### src/hw/rtl/cam_pkg.sv
// shared types and constants for the cigar alignment metrics block
package cam_pkg;

    localparam int unsigned ELEM_TYPE_W = 2;
    localparam int unsigned ELEM_LEN_W  = 16;
    localparam int unsigned OUT_W       = 32;
    localparam int unsigned NUM_TOT     = 5;

    // cigar operation codes
    localparam logic [ELEM_TYPE_W-1:0] OP_MATCH    = 2'd0;
    localparam logic [ELEM_TYPE_W-1:0] OP_MISMATCH = 2'd1;
    localparam logic [ELEM_TYPE_W-1:0] OP_INSERT   = 2'd2;
    localparam logic [ELEM_TYPE_W-1:0] OP_DELETE   = 2'd3;

    // what one element adds to a total
    typedef logic [1:0] t_inc;
    localparam t_inc INC_NONE = 2'd0;
    localparam t_inc INC_ONE  = 2'd1;
    localparam t_inc INC_LEN  = 2'd2;

    // total slots
    localparam int unsigned TOT_EVENT  = 0;
    localparam int unsigned TOT_EDIT   = 1;
    localparam int unsigned TOT_NOCLIP = 2;
    localparam int unsigned TOT_MATCH  = 3;
    localparam int unsigned TOT_SPAN   = 4;

    // classified element as it travels from front to back
    typedef struct packed {
        t_inc [NUM_TOT-1:0]    sel;
        logic [ELEM_LEN_W-1:0] len;
        logic                  last;
    } t_elem;

endpackage

### src/hw/rtl/cam_front.sv
// front end: accepts cigar elements and classifies each into per-total increments
module cam_front #(
    parameter int unsigned RUN_LENGTH_BITS = 16
) (
    input  logic                            i_clk,
    input  logic                            i_rst_n,
    input  logic                            i_in_valid,
    output logic                            o_in_stall,
    input  logic [cam_pkg::ELEM_TYPE_W-1:0] i_elem_type,
    input  logic [cam_pkg::ELEM_LEN_W-1:0]  i_elem_length,
    input  logic                            i_is_last,
    input  logic                            i_q_full,
    output logic                            o_push,
    output cam_pkg::t_elem                  o_elem
);
    import cam_pkg::*;

    localparam int unsigned LEN_W =
        (RUN_LENGTH_BITS < ELEM_LEN_W) ? RUN_LENGTH_BITS : ELEM_LEN_W;

    logic r_at_first;
    logic n_at_first;
    logic clip;

    assign o_in_stall = i_q_full;
    assign o_push     = i_in_valid && !i_q_full;
    assign clip       = r_at_first || i_is_last;

    always_comb begin
        o_elem.len  = ELEM_LEN_W'(i_elem_length[LEN_W-1:0]);
        o_elem.last = i_is_last;
        o_elem.sel  = {NUM_TOT{INC_NONE}};
        case (i_elem_type)
            OP_MATCH: begin
                o_elem.sel[TOT_MATCH] = INC_LEN;
                o_elem.sel[TOT_SPAN]  = INC_LEN;
            end
            OP_MISMATCH: begin
                o_elem.sel[TOT_EVENT]  = INC_ONE;
                o_elem.sel[TOT_EDIT]   = INC_ONE;
                o_elem.sel[TOT_NOCLIP] = INC_ONE;
                o_elem.sel[TOT_SPAN]   = INC_ONE;
            end
            OP_INSERT: begin
                o_elem.sel[TOT_EVENT]  = INC_ONE;
                o_elem.sel[TOT_EDIT]   = INC_LEN;
                o_elem.sel[TOT_NOCLIP] = INC_LEN;
                o_elem.sel[TOT_SPAN]   = INC_LEN;
            end
            OP_DELETE: begin
                o_elem.sel[TOT_EVENT]  = INC_ONE;
                o_elem.sel[TOT_EDIT]   = INC_LEN;
                // deletion at either end of the cigar is a clip
                o_elem.sel[TOT_NOCLIP] = clip ? INC_NONE : INC_LEN;
            end
            default: begin
                o_elem.sel = {NUM_TOT{INC_NONE}};
            end
        endcase
    end

    always_comb begin
        n_at_first = r_at_first;
        if (o_push) begin
            n_at_first = i_is_last;
        end
    end

    always_ff @(posedge i_clk) begin
        if (!i_rst_n) begin
            r_at_first <= 1'b1;
        end else begin
            r_at_first <= n_at_first;
        end
    end

endmodule

### src/hw/rtl/cam_queue.sv
// short fifo of classified elements between front and back
module cam_queue #(
    parameter int unsigned DEPTH = 4
) (
    input  logic           i_clk,
    input  logic           i_rst_n,
    input  logic           i_push,
    input  cam_pkg::t_elem i_elem,
    output logic           o_full,
    input  logic           i_pop,
    output logic           o_valid,
    output cam_pkg::t_elem o_elem
);
    import cam_pkg::*;

    localparam int unsigned PTR_W = (DEPTH > 1) ? $clog2(DEPTH) : 1;
    localparam int unsigned CNT_W = $clog2(DEPTH + 1);
    localparam logic [PTR_W-1:0] LAST_PTR = PTR_W'(DEPTH - 1);
    localparam logic [CNT_W-1:0] FULL_CNT = CNT_W'(DEPTH);

    t_elem            r_mem [DEPTH];
    logic [PTR_W-1:0] r_wr_ptr;
    logic [PTR_W-1:0] r_rd_ptr;
    logic [CNT_W-1:0] r_count;
    logic [PTR_W-1:0] n_wr_ptr;
    logic [PTR_W-1:0] n_rd_ptr;
    logic [CNT_W-1:0] n_count;
    logic             do_pop;

    assign o_full  = (r_count == FULL_CNT);
    assign o_valid = (r_count != '0);
    assign o_elem  = r_mem[r_rd_ptr];
    assign do_pop  = i_pop && o_valid;

    always_comb begin
        n_wr_ptr = r_wr_ptr;
        n_rd_ptr = r_rd_ptr;
        n_count  = r_count;
        if (i_push) begin
            n_wr_ptr = (r_wr_ptr == LAST_PTR) ? '0 : r_wr_ptr + 1'b1;
        end
        if (do_pop) begin
            n_rd_ptr = (r_rd_ptr == LAST_PTR) ? '0 : r_rd_ptr + 1'b1;
        end
        if (i_push && !do_pop) begin
            n_count = r_count + 1'b1;
        end else if (!i_push && do_pop) begin
            n_count = r_count - 1'b1;
        end
    end

    always_ff @(posedge i_clk) begin
        if (i_push) begin
            r_mem[r_wr_ptr] <= i_elem;
        end
    end

    always_ff @(posedge i_clk) begin
        if (!i_rst_n) begin
            r_wr_ptr <= '0;
            r_rd_ptr <= '0;
            r_count  <= '0;
        end else begin
            r_wr_ptr <= n_wr_ptr;
            r_rd_ptr <= n_rd_ptr;
            r_count  <= n_count;
        end
    end

endmodule

### src/hw/rtl/cam_back.sv
// back end: saturating running totals and the result register
module cam_back #(
    parameter int unsigned TOTAL_BITS = 32
) (
    input  logic                      i_clk,
    input  logic                      i_rst_n,
    input  logic                      i_q_valid,
    input  cam_pkg::t_elem            i_elem,
    output logic                      o_pop,
    output logic                      o_out_valid,
    input  logic                      i_out_stall,
    output logic [cam_pkg::OUT_W-1:0] o_event_count,
    output logic [cam_pkg::OUT_W-1:0] o_edit_total,
    output logic [cam_pkg::OUT_W-1:0] o_edit_total_no_clip,
    output logic [cam_pkg::OUT_W-1:0] o_matched_bases,
    output logic [cam_pkg::OUT_W-1:0] o_effective_span
);
    import cam_pkg::*;

    localparam int unsigned SUM_W = TOTAL_BITS + 1;
    localparam int unsigned EXT_W = (TOTAL_BITS >= OUT_W) ? TOTAL_BITS : OUT_W;

    logic [TOTAL_BITS-1:0] r_acc [NUM_TOT];
    logic [TOTAL_BITS-1:0] n_acc [NUM_TOT];
    logic [TOTAL_BITS-1:0] upd   [NUM_TOT];
    logic [ELEM_LEN_W-1:0] inc   [NUM_TOT];
    logic [SUM_W-1:0]      sum   [NUM_TOT];
    logic [EXT_W-1:0]      ext   [NUM_TOT];
    logic [OUT_W-1:0]      r_res [NUM_TOT];
    logic                  r_out_valid;
    logic                  n_out_valid;
    logic                  slot_free;
    logic                  emit;

    assign slot_free = !r_out_valid || !i_out_stall;
    // a last element waits until the result register can take it
    assign o_pop     = i_q_valid && (!i_elem.last || slot_free);
    assign emit      = o_pop && i_elem.last;

    always_comb begin
        for (int i = 0; i < NUM_TOT; i++) begin
            case (i_elem.sel[i])
                INC_ONE: inc[i] = ELEM_LEN_W'(1);
                INC_LEN: inc[i] = i_elem.len;
                default: inc[i] = '0;
            endcase
            sum[i] = {1'b0, r_acc[i]} + SUM_W'(inc[i]);
            // carry out means the total sticks at all ones
            upd[i] = sum[i][TOTAL_BITS] ? '1 : sum[i][TOTAL_BITS-1:0];
            ext[i] = EXT_W'(upd[i]);
            n_acc[i] = r_acc[i];
            if (o_pop) begin
                n_acc[i] = i_elem.last ? '0 : upd[i];
            end
        end
    end

    always_comb begin
        n_out_valid = r_out_valid;
        if (emit) begin
            n_out_valid = 1'b1;
        end else if (!i_out_stall) begin
            n_out_valid = 1'b0;
        end
    end

    always_ff @(posedge i_clk) begin
        if (!i_rst_n) begin
            r_out_valid <= 1'b0;
            for (int i = 0; i < NUM_TOT; i++) begin
                r_acc[i] <= '0;
            end
        end else begin
            r_out_valid <= n_out_valid;
            for (int i = 0; i < NUM_TOT; i++) begin
                r_acc[i] <= n_acc[i];
            end
        end
    end

    always_ff @(posedge i_clk) begin
        if (emit) begin
            for (int i = 0; i < NUM_TOT; i++) begin
                r_res[i] <= ext[i][OUT_W-1:0];
            end
        end
    end

    assign o_out_valid          = r_out_valid;
    assign o_event_count        = r_res[TOT_EVENT];
    assign o_edit_total         = r_res[TOT_EDIT];
    assign o_edit_total_no_clip = r_res[TOT_NOCLIP];
    assign o_matched_bases      = r_res[TOT_MATCH];
    assign o_effective_span     = r_res[TOT_SPAN];

endmodule

### src/hw/rtl/cigar_alignment_metrics.sv
// top level of the cigar alignment metrics block
//
//   channel  | direction | handshake               | beat
//   ---------+-----------+-------------------------+----------------------------------
//   element  | in        | i_in_valid / o_in_stall | type, run length, last marker
//   result   | out       | o_out_valid/i_out_stall | five 32-bit totals, one per cigar
//
// one element per cycle sustained while the fifo has room; the back end retires
// an element per cycle unless held; a last element is popped into the result register.
// the element fifo (Q_DEPTH beats) stalls input only when full.
// a last element waits in the fifo while a previous result is still stalled.
// synchronous active-low reset clears totals, fifo and the result valid.
module cigar_alignment_metrics #(
    parameter int unsigned RUN_LENGTH_BITS = 16,
    parameter int unsigned TOTAL_BITS      = 32,
    parameter int unsigned Q_DEPTH         = 4
) (
    input  logic                            i_clk,
    input  logic                            i_rst_n,
    input  logic                            i_in_valid,
    output logic                            o_in_stall,
    input  logic [cam_pkg::ELEM_TYPE_W-1:0] i_elem_type,
    input  logic [cam_pkg::ELEM_LEN_W-1:0]  i_elem_length,
    input  logic                            i_is_last,
    output logic                            o_out_valid,
    input  logic                            i_out_stall,
    output logic [cam_pkg::OUT_W-1:0]       o_event_count,
    output logic [cam_pkg::OUT_W-1:0]       o_edit_total,
    output logic [cam_pkg::OUT_W-1:0]       o_edit_total_no_clip,
    output logic [cam_pkg::OUT_W-1:0]       o_matched_bases,
    output logic [cam_pkg::OUT_W-1:0]       o_effective_span
);
    import cam_pkg::*;

    logic  push;
    logic  q_full;
    logic  q_valid;
    logic  pop;
    t_elem front_elem;
    t_elem back_elem;

    cam_front #(
        .RUN_LENGTH_BITS(RUN_LENGTH_BITS)
    ) u_front (
        .i_clk         (i_clk),
        .i_rst_n       (i_rst_n),
        .i_in_valid    (i_in_valid),
        .o_in_stall    (o_in_stall),
        .i_elem_type   (i_elem_type),
        .i_elem_length (i_elem_length),
        .i_is_last     (i_is_last),
        .i_q_full      (q_full),
        .o_push        (push),
        .o_elem        (front_elem)
    );

    cam_queue #(
        .DEPTH(Q_DEPTH)
    ) u_queue (
        .i_clk   (i_clk),
        .i_rst_n (i_rst_n),
        .i_push  (push),
        .i_elem  (front_elem),
        .o_full  (q_full),
        .i_pop   (pop),
        .o_valid (q_valid),
        .o_elem  (back_elem)
    );

    cam_back #(
        .TOTAL_BITS(TOTAL_BITS)
    ) u_back (
        .i_clk                (i_clk),
        .i_rst_n              (i_rst_n),
        .i_q_valid            (q_valid),
        .i_elem               (back_elem),
        .o_pop                (pop),
        .o_out_valid          (o_out_valid),
        .i_out_stall          (i_out_stall),
        .o_event_count        (o_event_count),
        .o_edit_total         (o_edit_total),
        .o_edit_total_no_clip (o_edit_total_no_clip),
        .o_matched_bases      (o_matched_bases),
        .o_effective_span     (o_effective_span)
    );

endmodule

### config.mk
export PLATFORM = sky130hd
export DESIGN_NAME = cigar_alignment_metrics
export DESIGN_NICKNAME = d
export VERILOG_FILES = /design/src/hw/rtl/cam_pkg.sv /design/src/hw/rtl/cam_front.sv /design/src/hw/rtl/cam_queue.sv /design/src/hw/rtl/cam_back.sv /design/src/hw/rtl/cigar_alignment_metrics.sv
export SDC_FILE = /design/constraint.sdc
export NUM_CORES = 1
export LEC_CHECK = 0
export ABC_CLOCK_PERIOD_IN_PS = 7850
export BUFFER_PORTS_ARGS = -buffer_cell sky130_fd_sc_hd__buf_2
export CAP_MARGIN = 25
export CORE_UTILIZATION = 25
export DETAILED_ROUTE_END_ITERATION = 7
export GPL_TIMING_DRIVEN = 1
export HOLD_SLACK_MARGIN = 0.15
export PLACE_DENSITY_LB_ADDON = 0.15
export REMOVE_ABC_BUFFERS = 1
export SETUP_SLACK_MARGIN = 0.2
export SLEW_MARGIN = 20
export SYNTH_ARGS = -nofsm -noshare
export SYNTH_HDL_FRONTEND = slang
export SYNTH_SLANG_ARGS = --single-unit
### constraint.sdc
create_clock -name i_clk -period 7.85 [get_ports i_clk]
set_input_delay 1.1775 -clock i_clk [delete_from_list [all_inputs] [get_ports i_clk]]
set_output_delay 1.1775 -clock i_clk [all_outputs]
set_load 0.01 [all_outputs]
# Yosys cells after proc, flatten, opt, wreduce, memory -nomap -nowiden
# Memories as Yosys holds them, arrays and structs flattened. A register that Yosys moved wholly into a read port is not among the register bits.
# Cells that the tools add are included.
# totals
ff_bits	9
ram_bits	428
in_bits	23
wordCells	101
memories	3
# op_classes
n_addsub	9
eq_ne	17
n_mux	43
n_bitwise	5
reduce_logical	19
# mem_list
memory	words	width	rd	rd_clocked_by_memory_dff	write_ports	line	text
u_back.r_acc	5	32	5	0	5	cam_back.sv:23	logic [TOTAL_BITS-1:0] r_acc [NUM_TOT];
u_back.r_res	5	32	5	0	5	cam_back.sv:29	logic [OUT_W-1:0] r_res [NUM_TOT];
u_queue.r_mem	4	27	1	1	1	cam_queue.sv:21	t_elem r_mem [DEPTH];
# op_table
cell	n
$mux W32	20
$add A32 B16 Y33	5
$pmux W16 S2	5
$eq A2 B2 Y1 const B	9
$pmux W6 S3	1
$eq A2 B1 Y1 const B	6
$mux W2	6
$mux W1	8
$logic_and A1 B1 Y1	6
$logic_not A1 Y1	6
$mux W3	2
$or A1 B1 Y1	5
$add A2 B1 Y2 const B	2
$pmux W2 S2	1
$add A3 B1 Y3 const B	1
$eq A3 B3 Y1 const B	1
$logic_or A1 B1 Y1	3
$reduce_bool A3 Y1	1
$sub A3 B1 Y3 const B	1
$logic_not A2 Y1	1
$ne A2 B1 Y1 const B	1
$reduce_bool A2 Y1	1
$reduce_or A2 Y1	1

# Logic depth before layout (Yosys ltp)
# Gate-level depths: netlist of run 1.
# logic_depth
depth_word	8
ltp_mapped	18
depth_no_buf	14

# By module
# A second synthesis of run 1 with hierarchy kept.
# hier_totals
cells_unflattened	2116
area_unflattened_um2	22828.1
# by_module_without_submodules
mod	n_inst	cells_per_inst	area_each_um2
cam_back	1	1894	18167.4
cam_queue	1	187	4403.0
cam_front	1	35	257.7

# Worst setup path before layout of run 1
# No wires, ideal clock.
# synth_timing
kind	input to register
startpoint	input port i_out_stall
endpoint	memory u_back.r_res[0][0] (enable)
setup_time_ns	0.540
t_arrival_ns	5.137
t_required_ns	7.310
setup_slack_ns	2.173
path_stages	2
n_path_buf	0
path_cell_list	a31oi_4 and2_1
# synth_rtl
element	line	text
from (decl)	cigar_alignment_metrics.sv:26	input logic i_out_stall,
to (decl)	cam_back.sv:29	

==> results.yml, run 1 <==
power:
  post-layout-total-power_mw: 8.87
  pleak_nw: 10.3
  vdd.ir_drop.worst_mv: 0.186
  power_per_cell_area_nw_per_um2: 345
drt:
  totalWireLength_mm: 67.2
  via_per_inst: 4.87
  detailroute.via_count: 16800
  drt-pass1-iter-count: 5
  drt_iter0_drc: 1057
  drcViolationCount: 0
  routedWlPerCell_um: 19.4
  antenna_left: 0
floorplanning:
  fp.dieH_um: 298
  die_area_um2: 88700
  core_region_area_um2: 86800
  top_level_pins: 185
  fp-row-count: 108
  initial_utilization: 0.252
  chipWidth_um: 298
worst_setup_path:
  critPathMaxStageDelay_ns: 0.70
  crit_path_end_kind: "flip-flop"
  cp_cell_sequence: "buf_4 > mux4_2 > inv_1 > ha_1 > nor2b_1 > and2_1 > fa_1 > a21o_2 > a31oi_1 > o21a_1 > o41ai_2 > nand4_1 > buf_8 > o21ai_0 > a22o_1"
  critPathArrivalTime_ns: 6.14
  worstSetupPathType: "reg -> reg"
  setup.worst_path.start_class: "flip-flop"
  critical_path_peak_fanout: 15
  crit_slowest_cell: "sky130_fd_sc_hd__dfxtp_1"
  critical_path_required_time_ns: 8.38
clock_tree:
  cts.root.buffer_cell: "sky130_fd_sc_hd__clkbuf_16"
  cts_hold_repair.buffers: 0
  cts_sinks: 423
  cts_buffers: 51
  cts_repair_resize_count: 0
  cts_tree: "done"
  path_clk_slew_ns: 0.06
  cts_buffer_depth: 3
  clk-insertion-delay-late_ns: 0.61
  cts.htree.levels: 2
  post-cts-setup-buffers: 0
place:
  routabilityCongestion: 0.839
  detailed_place_hpwl_mm: 45.1
  port_buffers: 184
  dpl.cell_count: 3361
  post-place-ws_ns: 2.13
timing:
  tightestPinTransition_ns: 1.01
  final.setup_skew_ns: 0.0257
  timing.final.setup_violations: 0
  hold_viol_final: 0
  slew-limit-headroom: 0.330
  timing_max_transition_violations_final: 0
  final_critical_path_time_including_i_o_delays_and_setup_ns: 5.61
  timing.final.ws_setup_ns: 2.24
  tns_ns: 0
  timing.fmax_mhz: 178
  period_share: 0.714
  grt_setup_unrepaired: "no"
synthesis:
  synth.lib_cells_used.distinct: 98
  mappedNetlistArea_um2: 21900
  ys_seq_area_frac: 0.502
  post_synth_inst_count: 2105
  synth-edff-count: 252
  async_reset_ff_frac: 0
  yosys_most_used_dff: "sky130_fd_sc_hd__edfxtp_1"
  postSynthAreaPerCell_um2: 10.4
  post_synth_main_area_contributors: "sky130_fd_sc_hd__edfxtp_1 (35%), sky130_fd_sc_hd__dfxtp_1 (16%), sky130_fd_sc_hd__ha_1 (4.5%)"
  synth_top_cell_by_area: "sky130_fd_sc_hd__edfxtp_1"
  synth-seq-cells: 423
  synth_top_area_frac: 0.346
  yosys_warnings: 0
finish:
  sequential_cell_area_um2: 11000
  layout.cells.non_filler: 3458
  syn2layout_area_growth_pct: 17.7
  final_nets: 2366
  multi_input_logic_area_um2: 10200
  layout.cells.most_common_list: "sky130_fd_sc_hd__nand2_1 (252), sky130_fd_sc_hd__edfxtp_1 (252), sky130_fd_sc_hd__buf_2 (184), sky130_fd_sc_hd__dfxtp_1 (171), sky130_fd_sc_hd__a21oi_1 (136)"
  layout.filler_cells: 9035
  drive_gt1_frac: 0.165
  antenna-diode-count: 0
run_status:
  outcome: "complete, no violations"
grt:
  globalRoute.totalOverflow: 0
  grt_start_max_net_pins: 93
  antenna_found_initial: 9
  global_route_wire_length_before_repair_mm: 102
  grtUsageTotal: 0.148
  number_of_global_route_vias_before_repair: 16800
flow_run:
  maxCapViolations: 0
hold_path:
  holdCritPathClass: "reg -> reg"
==> per-layer routing <==
layer / wire length (um) / global-route usage
met4: 1820 / 0.0475
met1: 31000 / 0.195
met5: 32 / 0
met2: 31400 / 0.247
met3: 2950 / 0.0240
==> where the power goes <==
group	internal [mW]	total [mW]	switching, mW
registers	3.01	3.28	0.267
logic	1.05	3.11	2.06
clock network	1.48	2.48	0.993
total	5.54	8.87	3.32
==> cells in the mapped netlist (all sizes together), types with 13 or more instances <==
cell type and instances:
a211oi 14, a21o 40, a21oi 138, a22o 70, a31oi 26, and2 75, and3 42, buf 58
clkbuf 51, dfxtp 171, edfxtp 252, ha 78, inv 53, mux2 14, mux2i 22, mux4 23
nand2 257, nand2b 13, nand3 80, nand4 31, nor2 122, nor3 39, nor4 14, o211ai 13
o21a 18, o21ai 122, o2bb2ai 14, or3 14, xnor2 60, xor2 38
==> logic make-up after synthesis <==
group	synth area share
DFF	0.502
and+or+nand+nor	0.167
adders and majority gates	0.0492
buffers and inverters	0.0329
muxes	0.0411
AOI/OAI and AO/OA	0.168
xor gates and xnor gates	0.0392
==> worst max-delay path: cells and delay by family (launching register included) <==
family | cells | cell delay [ns]
flip-flops | 1 | 0.70
buffers and inverters | 3 | 0.86
AO/OA/AOI/OAI | 6 | 1.46
adder cells (fa/ha/maj) | 2 | 0.42
multiplexers | 1 | 0.61
AND/OR/NAND/NOR | 3 | 1.44
==> registers in the layout, indices dropped and copies added (netlist names), named ones only <==
register            cells
u_back.r_acc          160
u_back.r_res          160
u_queue.r_mem          92
u_queue.r_count         3
u_queue.r_rd_ptr        2
u_queue.r_wr_ptr        2
u_back.o_out_valid      1
u_front.r_at_first      1
==> path summary, 6_finish.rpt <==
| path | start | end | slack (ns) | depth (start not counted) |
|---|---|---|---|---|
| setup / recovery | flip-flop | u_back.r_acc[0][43] | 2.24 | 15 |
| hold / removal | u_back.r_acc[0][111] | u_back.r_acc[0][111] | 0.47 | 2 |
| setup reg to reg | flip-flop | u_back.r_acc[0][43] | 2.24 | 15 |
| hold reg to reg | u_back.r_acc[0][111] | u_back.r_acc[0][111] | 0.47 | 2 |
==> per-stage QoR <==
step | instance area, um^2 | hold WS (ns) | utilization
2_1_floorplan | 21400 | 0.432 | -
3_3_place_gp | 24000 | 0.450 | 0.276
3_5_place_dp | 24000 | 0.459 | 0.276
4_1_cts | 25700 | 0.474 | 0.296
5_1_grt | 25700 | 0.487 | 0.297
6_report | 25700 | 0.470 | 0.297
==> cell type report <==
class | instances | share of cell area
Clock buffer | 67 | 0.0542
Multi-Input combinational cell | 1519 | 0.396
Tap cell | 1155 | 0.0561
Timing Repair Buffer | 211 | 0.0452
Sequential cell | 423 | 0.427
Clock inverter | 29 | 0.0139
Inverter | 54 | 0.00787
Note: power is estimated with default switching activity, not from simulation.
==> inputs of run 2 (changes only) <==
--- a/config.mk
+++ b/config.mk
@@ -5,7 +5,7 @@
 export SDC_FILE = /design/constraint.sdc
 export NUM_CORES = 1
 export LEC_CHECK = 0
-export ABC_CLOCK_PERIOD_IN_PS = 7850
+export ABC_CLOCK_PERIOD_IN_PS = 4600
 export BUFFER_PORTS_ARGS = -buffer_cell sky130_fd_sc_hd__buf_2
 export CAP_MARGIN = 25
 export CORE_UTILIZATION = 25
==> constraint.sdc (replaced) <==
create_clock -name i_clk -period 4.6 [get_ports i_clk]
set_input_delay 0.69 -clock i_clk [delete_from_list [all_inputs] [get_ports i_clk]]
set_output_delay 0.69 -clock i_clk [all_outputs]
set_load 0.01 [all_outputs]
==> results.yml, run 2 (synthesized netlist as in run 1, its figures left out) <==
run_status:
  outcome: "complete, no violations"
timing:
  holdWs_ns: 0.293
  slew-limit-headroom: 0.467
  grt_setup_unrepaired: "yes"
  final_critical_path_time_including_i_o_delays_and_setup_ns: 4.20
  timing.final.setup_violations: 0
  final.setup_skew_ns: 0.0252
  timing.fmax_mhz: 238
  timing.final.ws_setup_ns: 0.404
  tns_ns: 0
  hold_viol_final: 0
  timing_max_transition_violations_final: 0
  period_share: 0.912
  tightestPinTransition_ns: 0.794
finish:
  layout.filler_cells: 8999
  drive_gt1_frac: 0.185
  cell_area_after_layout_um2: 26200
  syn2layout_area_growth_pct: 19.8
  biggestRegsByFlops: "u_back.r_acc: 160 flops, u_back.r_res: 160 flops, u_queue.r_mem: 92 flops"
  final_nets: 2407
  postLayoutCoreUtil: 0.302
  layout.cells.most_common_list: "sky130_fd_sc_hd__nand2_1 (252), sky130_fd_sc_hd__edfxtp_1 (252), sky130_fd_sc_hd__buf_2 (184), sky130_fd_sc_hd__dfxtp_1 (170), sky130_fd_sc_hd__a21oi_1 (135)"
power:
  pleak_nw: 10.5
  power_per_cell_area_nw_per_um2: 587
  netsw_mw: 5.76
  power.combinational.fraction: 0.358
  share_clk_of_total_power: 0.280
  fraction_of_power_spent_switching_nets: 0.374
  reg_power_frac: 0.363
  p_int_mw: 9.62
  vdd.ir_drop.worst_mv: 0.407
place:
  post-place-ws_ns: 0.172
  dpl_cell_area_um2: 24400
  port_buffers: 184
  routabilityCongestion: 0.873
  detailed_place_hpwl_mm: 46.4
worst_setup_path:
  cp_num_buf_inv: 1
  setup.worst_path.start_class: "flip-flop"
  cpLargestDelayFamily: "simple AND/OR/NAND/NOR gates"
  crit_slowest_cell: "sky130_fd_sc_hd__mux4_2"
  worstSetupPathType: "reg -> reg"
  worstSetupPathDepth: 13
  critical_path_required_time_ns: 4.95
  cp_cell_sequence: "mux4_2 > ha_1 > nor2b_1 > buf_4 > and2_1 > ha_1 > nand3_1 > nor2_1 > o21ai_1 > o21a_1 > or4_1 > a21oi_1 > mux2_2"
  reg2regPathDepth: 13
  critPathMaxStageDelay_ns: 0.58
  worst_path_most_repeated_cell: "sky130_fd_sc_hd__ha_1"
  critPathArrivalTime_ns: 4.55
  crit_path_end_kind: "flip-flop"
  critical_path_peak_fanout: 14
clock_tree:
  cts_buffers: 50
  clk-insertion-delay-late_ns: 0.61
  cts_sinks: 423
  cts_buffer_depth: 3
  cts.root.buffer_cell: "sky130_fd_sc_hd__clkbuf_16"
  path_clk_slew_ns: 0.06
  cts_tree: "done"
  cts.htree.levels: 2
  cts_hold_repair.buffers: 0
grt:
  global_route_wire_length_before_repair_mm: 103
  globalRoute.totalOverflow: 0
  number_of_global_route_vias_before_repair: 17000
  antenna_found_initial: 8
  grt_start_max_net_pins: 77
  grtUsageTotal: 0.150
drt:
  drcViolationCount: 0
  totalWireLength_mm: 68.0
  antenna_left: 0
  drt_iter0_drc: 1058
  via_per_inst: 4.85
  drt-pass1-iter-count: 5
  routedWlPerCell_um: 19.4
  detailroute.via_count: 17000
floorplanning:
  chipWidth_um: 298
  top_level_pins: 185
  core_region_area_um2: 86800
  fp-row-count: 108
  die_area_um2: 88700
  initial_utilization: 0.252
  fp.dieH_um: 298
flow_run:
  maxCapViolations: 0
hold_path:
  hold-path-cell-count: 1
  hold_start: "i_elem_length[7]"
  holdCritPathClass: "in -> reg"
[run 2: worst paths after layout]
check | slack, ns | to
setup / recovery | 0.40 | u_back.r_res[0][61]
setup reg to reg | 0.40 | u_back.r_res[0][61]
hold / removal | 0.29 | u_queue.r_mem[3][8]
hold reg to reg | 0.48 | u_back.r_acc[0][143]
[run 2: per-stage QoR]
step | std cells | total power, mW
finish | 3499 | 15.4
global route | 3498 | 16.3
CTS | 3496 | 15.7
detailed placement | 3402 | 11.3
global placement | 3402 | 11.2
floorplan | 1996 | 8.80
[run 2: metal layers]
metal	track usage	up-vias	routed length, um
li1	-	8208	-
met5	0	-	34
met2	0.252	350	32200
met1	0.198	8320	31400
met3	0.0232	95	2850
met4	0.0410	6	1580
[run 2: timing repair]
action                     4_1_cts  5_1_grt
setup endpoints to repair        5      153
pin swaps                        0        2
gates resized for setup          2       11
setup buffers                    0        1
[run 2: final cells by class]
class | instances | area, um^2 | area share
diodes | 1 | 2.50 | 0.0000955
clock buffers | 62 | 1330 | 0.0506
clock inverters | 32 | 445 | 0.0170
inverters | 54 | 203 | 0.00773
multi-input cells | 1519 | 10200 | 0.391
flip-flops and latches | 423 | 11000 | 0.419
well taps | 1155 | 1450 | 0.0551
repair buffers | 253 | 1560 | 0.0593
[run 2: worst reg2reg max path, delay by kind of cell (launching register included)]
kind            cells  cell delay, ns
flops               1            0.42
buf+inv             1            0.18
simple gates        5            1.04
compound gates      3            0.67
mux                 2            0.93
fa+ha+maj           2            0.72
[run 2: power by group through the flow]
stage                     combinational [mW]  sequential, mW  clock (mW)
after floorplan                         2.88            5.93           0
after global placement                  5.55            5.69           0
after detailed placement                5.59            5.68           0
after CTS                               5.62            5.62        4.46
after global routing                    6.07            5.68        4.57
final                                   5.50            5.58        4.30
